File: config.mk
export PLATFORM = sky130hd
export DESIGN_NAME = fbmw_walker
export DESIGN_NICKNAME = d
export VERILOG_FILES = /design/src/design/fbmw_pkg.sv /design/src/design/fbmw_walker.sv
export SDC_FILE = /design/constraint.sdc
export NUM_CORES = 1
export LEC_CHECK = 0
export ABC_AREA = 1
export ABC_CLOCK_PERIOD_IN_PS = 3300
export BUFFER_PORTS_ARGS = -buffer_cell sky130_fd_sc_hd__buf_2
export CORE_UTILIZATION = 46
export CTS_BUF_LIST = sky130_fd_sc_hd__clkbuf_8
export CTS_CLUSTER_DIAMETER = 200
export DETAILED_ROUTE_END_ITERATION = 12
export GPL_TIMING_DRIVEN = 0
export PLACE_DENSITY = 0.79
export SETUP_SLACK_MARGIN = 0.5
export SYNTH_ARGS = -nofsm -noshare
export SYNTH_HDL_FRONTEND = slang
export SYNTH_SLANG_ARGS = --single-unit
File: constraint.sdc
create_clock -name clk -period 3.3 [get_ports clk]
set_clock_uncertainty 0.15 [all_clocks]
set_input_delay 0 -clock clk [delete_from_list [all_inputs] [get_ports clk]]
set_output_delay 0 -clock clk [all_outputs]
set_load 0.05 [all_outputs]
File: src/design/fbmw_pkg.sv
// Shared types and constants of the file block map walker.
package fbmw_pkg;

  localparam int NUM_INDEX_BLOCKS_DEF = 64;
  localparam int PTRS_PER_BLOCK = 256;
  localparam int SLOT_W = 8;
  localparam int ROOT_DEPTH = 15;
  localparam int ROOT_AW = 4;
  localparam int FB_W = 25;
  localparam int OFF_W = 24;
  localparam int LEVEL_W = 2;

  localparam logic [FB_W-1:0] FB_SINGLE_START = 25'd12;
  localparam logic [FB_W-1:0] FB_DOUBLE_START = 25'd268;
  localparam logic [FB_W-1:0] FB_TRIPLE_START = 25'd65804;
  localparam logic [FB_W-1:0] FB_TRIPLE_END   = 25'd16843020;

  localparam logic [ROOT_AW-1:0] ROOT_SINGLE = 4'd12;
  localparam logic [ROOT_AW-1:0] ROOT_DOUBLE = 4'd13;
  localparam logic [ROOT_AW-1:0] ROOT_TRIPLE = 4'd14;
  localparam logic [ROOT_AW-1:0] ROOT_LAST   = 4'd14;

  localparam logic [31:0] ALL_ONES = 32'hFFFF_FFFF;

  typedef enum logic [1:0] {
    KIND_ROOT_WR   = 2'd0,
    KIND_STORE_WR  = 2'd1,
    KIND_TRANSLATE = 2'd2
  } kind_t;

  typedef enum logic [1:0] {
    ST_OK     = 2'd0,
    ST_RANGE  = 2'd1,
    ST_BADPTR = 2'd2
  } status_t;

endpackage

File: src/design/fbmw_walker.sv
// Walk sequencer: decodes a translate request, chases pointers, holds the result.
module fbmw_walker
  import fbmw_pkg::*;
#(
  parameter int NumIndexBlocks = NUM_INDEX_BLOCKS_DEF
) (
  input  logic                                        clk,
  input  logic                                        rst,
  input  logic                                        in_valid,
  input  logic [1:0]                                  kind,
  input  logic [FB_W-1:0]                             file_block,
  output logic                                        in_stall,
  input  logic [31:0]                                 root_rdata,
  input  logic [31:0]                                 store_rdata,
  output logic                                        root_re,
  output logic [ROOT_AW-1:0]                          root_raddr,
  output logic                                        store_re,
  output logic [$clog2(NumIndexBlocks)+SLOT_W-1:0]    store_raddr,
  output logic                                        out_valid,
  input  logic                                        out_stall,
  output logic [31:0]                                 physical_block,
  output logic [1:0]                                  status
);

  localparam int BlkW = $clog2(NumIndexBlocks);

  typedef enum logic [2:0] {
    S_IDLE  = 3'b001,
    S_ROOT  = 3'b010,
    S_STORE = 3'b100
  } walk_state_t;

  walk_state_t          state, state_next;
  logic [LEVEL_W-1:0]   level, level_next;
  logic [OFF_W-1:0]     off, off_next;
  logic                 oor, oor_next;
  logic                 out_valid_next;
  logic [31:0]          physical_block_next;
  logic [1:0]           status_next;

  logic [FB_W-1:0]      b1, b2, b3;
  logic [LEVEL_W-1:0]   dec_level;
  logic [OFF_W-1:0]     dec_off;
  logic                 dec_oor;
  logic [31:0]          cur;
  logic                 cur_ok;
  logic [SLOT_W-1:0]    slot;
  logic                 out_free;

  // Range decode of the logical block number.
  always_comb begin
    b1 = file_block - FB_SINGLE_START;
    b2 = file_block - FB_DOUBLE_START;
    b3 = file_block - FB_TRIPLE_START;
    dec_oor = 1'b0;
    if (file_block < FB_SINGLE_START) begin
      root_raddr = file_block[ROOT_AW-1:0];
      dec_level  = 2'd0;
      dec_off    = '0;
    end else if (file_block < FB_DOUBLE_START) begin
      root_raddr = ROOT_SINGLE;
      dec_level  = 2'd1;
      dec_off    = {16'd0, b1[7:0]};
    end else if (file_block < FB_TRIPLE_START) begin
      root_raddr = ROOT_DOUBLE;
      dec_level  = 2'd2;
      dec_off    = {8'd0, b2[15:0]};
    end else begin
      root_raddr = ROOT_TRIPLE;
      dec_level  = 2'd3;
      dec_off    = b3[OFF_W-1:0];
      dec_oor    = (file_block >= FB_TRIPLE_END);
    end
  end

  always_comb begin
    case (level)
      2'd3:    slot = off[23:16];
      2'd2:    slot = off[15:8];
      default: slot = off[7:0];
    endcase
  end

  assign cur         = (state == S_ROOT) ? root_rdata : store_rdata;
  assign cur_ok      = (cur < 32'(NumIndexBlocks));
  assign store_raddr = {cur[BlkW-1:0], slot};
  assign out_free    = !out_valid || !out_stall;
  assign in_stall    = (state != S_IDLE);

  always_comb begin
    state_next          = state;
    level_next          = level;
    off_next            = off;
    oor_next            = oor;
    out_valid_next      = out_valid && out_stall;
    physical_block_next = physical_block;
    status_next         = status;
    root_re             = 1'b0;
    store_re            = 1'b0;
    case (state)
      S_IDLE: begin
        if (in_valid && kind_t'(kind) == KIND_TRANSLATE) begin
          root_re    = 1'b1;
          level_next = dec_level;
          off_next   = dec_off;
          oor_next   = dec_oor;
          state_next = S_ROOT;
        end
      end
      S_ROOT, S_STORE: begin
        if (!oor && level != 2'd0 && cur_ok) begin
          store_re   = 1'b1;
          level_next = level - 2'd1;
          state_next = S_STORE;
        end else if (out_free) begin
          // Result register free: retire the walk. Otherwise memory data holds.
          out_valid_next = 1'b1;
          state_next     = S_IDLE;
          if (oor) begin
            physical_block_next = ALL_ONES;
            status_next         = ST_RANGE;
          end else if (level != 2'd0) begin
            physical_block_next = ALL_ONES;
            status_next         = ST_BADPTR;
          end else begin
            physical_block_next = cur;
            status_next         = ST_OK;
          end
        end
      end
      default: begin
        state_next = S_IDLE;
      end
    endcase
  end

  always_ff @(posedge clk) begin
    if (rst) begin
      state     <= S_IDLE;
      out_valid <= 1'b0;
    end else begin
      state     <= state_next;
      out_valid <= out_valid_next;
    end
  end

  always_ff @(posedge clk) begin
    level          <= level_next;
    off            <= off_next;
    oor            <= oor_next;
    physical_block <= physical_block_next;
    status         <= status_next;
  end

endmodule

==> results_dict.tcl <==
set metrics [dict create \
    status "complete, no violations" \
    syn_inst 500 \
    cp.required_ps 3380 \
    worst_slack_ps 645.1 \
    fill_cells 569 \
    vias 4445 \
    clk_pin_slew_ps 70 \
    grt_use_total_pct 29.81 \
    synth_top_area_share_pct 46.80 \
    report.final.hold_viol_count 0 \
    place_congestion 0.9123 \
    die_x_um 94.24 \
    ys_ff_latch 65 \
    synth_top_cell_by_area "edfxtp_1" \
    cp_max_fo 10 \
    core_sq_um 8217 \
    critPathKind "reg -> reg" \
    synth.distinct_cells 36 \
    synth-compound-area-share_pct 5.723 \
    crit_buf_inv 2 \
    cts.sinks 65 \
    gr-total-overflow 0 \
    endpoint_kind "flop" \
    syn_nets 599 \
    wl_per_cell_um 15.24 \
    dieArea_sq_um 8881 \
    start_kind "flop" \
    synthArstFlopShare_pct 0 \
    synth_edf_count 61 \
    cts_made_buffers 9 \
    synth_top_flop_cell "edfxtp_1" \
    io_buffers 150 \
    seq_area_frac_synth_pct 48.85 \
    synth_top_family_by_area "simple AND/OR/NAND/NOR gates" \
    cts_tree "built" \
    clock_latency_ps 340 \
    crit_path_frequent_cell "nand2_1" \
    crit_chain "nand3_2 > buf_2 > nand2_1 > nand2_1 > nor2_1 > nand2_1 > nor2_2 > nand2_2 > nand2_2 > a21oi_1 > dlygate4sd3_1" \
    irDropWorstVdd_mv 0.1959 \
    cts_max_path_buffers 2 \
    powerDensity_nw_per_um2 341.4 \
    cts_root_buffer "clkbuf_8" \
    row_count 33 \
    initial_utilization_pct 47.63 \
    critical_path_arrival_ps 2730 \
    synthMuxAreaShare_pct 0.2558 \
    grt_pass1_vias 4322 \
    crit_family "simple AND/OR/NAND/NOR gates" \
    setup_viol 0 \
    drcViolationCount 0 \
    dpl.hpwl_um 8251 \
    synthXorXnorAreaFrac_pct 1.119 \
    fin_crit_sh_pct 80.45 \
    cap_violations 0 \
    final_nets 851 \
    worstMarginPinSlew_ps 663.5 \
    max_freq_mhz 376.7 \
    io_pins 151 \
    grt_max_degree 35 \
    hold_path.class "in -> reg" \
    synth-adder-area-share_pct 1.279 \
    grt_first_pass_wirelength_um 20020 \
    leakagePower_nw 2.786 \
    drt.antenna.violating_nets 0 \
    period_needed_ps 2655 \
    drive_above_1_share_pct 26.16 \
    area.growth.synth_to_final_pct 51.63 \
    drtIter0Drc 239 \
    avgViaCountPerCell 5.151 \
    grt_antenna_before_repair 1 \
    fp.dieH_um 94.24 \
    synthTopCellsByArea "edfxtp_1, nand2_1, inv_1" \
    cpMaxStageDelayCell "dlygate4sd3_1" \
    synth_area_sq_um 3914 \
    drtPass1Iterations 4 \
    postCtsSetupBuffers 0 \
    syn_area_per_cell_sq_um 7.828 \
    synth_simple_gate_area_share_pct 32.29 \
    tns_ps 0 \
    cts_max_level 3 \
    cp_slowest_stage_delay_ps 560 \
    grt_setup_unrepaired "yes" \
    yosysWarnings 0 \
    slew_viol_final 0 \
    slew_headroom_pct 55.61 \
    dp_slack_ps 590.4 \
    totalWireLength_um 13160 \
]
power breakdown:
| part | total (W) | internal, W | switching, W |
|---|---|---|---|
| combinational | 0.000385 | 0.000168 | 0.000216 |
| sequential | 0.000921 | 0.000915 | 0.00000610 |
| clock | 0.000720 | 0.000417 | 0.000303 |
layer usage:
| layer | vias to the layer above | routed length, um | global-route usage [%] |
|---|---|---|---|
| met4 | 0 | 521 | 15.13 |
| met3 | 54 | 1064 | 5.987 |
| met5 | - | 0 | 0 |
| li1 | 2117 | - | - |
| met2 | 234 | 6717 | 53.62 |
| met1 | 2040 | 4852 | 32.97 |
path summary, 6_finish.rpt:
kind | from | endpoint | slack [ps] | cells past startpoint
setup / recovery | state[1] | out_valid | 650 | 11
hold / removal | kind[1] | state[0] | 10 | 6
hold reg to reg | oor | status[0] | 340 | 0
setup reg to reg | state[1] | out_valid | 650 | 11
through the flow:
stage          hold slack, ps  power (W)  area (sq um)  utilization [%]  instances
2_1_floorplan          -80.93   0.001121          3916                -        500
4_1_cts                 6.711   0.002010          5913            71.97        861
3_3_place_gp            72.37   0.001230          4798            58.40        755
6_report                13.91   0.002026          5934            72.22        863
3_5_place_dp            84.66   0.001236          4803            58.46        755
5_1_grt                 24.70   0.002104          5934            72.22        863
cells in the mapped netlist (all sizes together), types with 2 or more instances:
cell,instances
buf,14
nor3b,3
nand3,32
dfxtp,4
or2,2
nor4,3
nand4,6
clkbuf,6
ha,4
inv,76
a21oi,14
nor3,6
xnor2,2
xor2,3
edfxtp,61
o21ai,9
nand2,174
nand3b,13
a22oi,8
nor2,54
worst reg2reg max path, cell delays in order (launching register included):
cell           delay (ps)
dfxtp_1               430
nand3_2               210
buf_2                 260
nand2_1               120
nand2_1                70
nor2_1                110
nand2_1                90
nor2_2                160
nand2_2               110
nand2_2               190
a21oi_1               100
dlygate4sd3_1         560
logic make-up (layout without fill, tap and decap cells):
kind of cell             Yosys count  after routing
AND/OR/NAND/NOR                  293            294
other                              0              1
AO/OA/AOI/OAI                     36             36
multiplexers                       1              1
flip-flops                        65             65
buffers and inverters             96            352
XOR/XNOR                           5              5
adder cells (fa/ha/maj)            4              4
registers in the layout, indices dropped and copies added (netlist names):
signal and cells:
physical_block 32, out_valid 1, level 2, off 24, state 3, status 2, oor 1
placed cells by master, fill, tap and decap left out, types with 2 or more instances in the layout:
cell | netlist | final
nor4_1 | 3 | 3
dfxtp_1 | 4 | 4
o21ai_1 | 2 | 2
dlygate4sd3_1 | 0 | 90
o21ai_0 | 5 | 5
nor2_2 | 3 | 4
xnor2_1 | 2 | 2
a21oi_1 | 13 | 13
buf_4 | 8 | 8
ha_1 | 4 | 4
or2_2 | 2 | 2
buf_2 | 4 | 154
nand3_1 | 31 | 31
clkinv_2 | 0 | 2
nor2_1 | 51 | 49
inv_2 | 2 | 2
clkbuf_1 | 6 | 5
edfxtp_1 | 61 | 61
nand4_1 | 6 | 6
nand2_1 | 172 | 172
o21ai_2 | 2 | 2
a22oi_1 | 8 | 8
clkinvlp_4 | 0 | 2
nor3_1 | 5 | 5
xor2_1 | 3 | 3
buf_6 | 2 | 2
nand2_2 | 2 | 2
clkbuf_8 | 0 | 9
inv_1 | 74 | 73
clkinv_1 | 0 | 2
bufinv_16 | 0 | 2
nor3b_1 | 3 | 3
nand3b_1 | 13 | 13
nor2_4 | 0 | 2
what timing repair did:
action | 4_1_cts | 5_1_grt
hold endpoints to repair | 57 | 0
hold buffers | 90 | 0
endpoints found under the setup margin | 0 | 46
gates resized for setup | 0 | 5
final cells by class:
| class | count | area (sq um) | area share, % |
|---|---|---|---|
| Clock buffer | 9 | 123.9 | 2.087 |
| Clock inverter | 7 | 85.08 | 1.434 |
| Inverter | 76 | 289.0 | 4.870 |
| Multi-Input combinational cell | 340 | 1613 | 27.18 |
| Antenna cell | 1 | 2.502 | 0.04217 |
| Tap cell | 105 | 131.4 | 2.214 |
| Sequential cell | 65 | 1912 | 32.22 |
| Timing Repair Buffer | 240 | 1652 | 27.83 |
| Buffer | 20 | 126.4 | 2.129 |
Power figures use the tool's default switching activity.
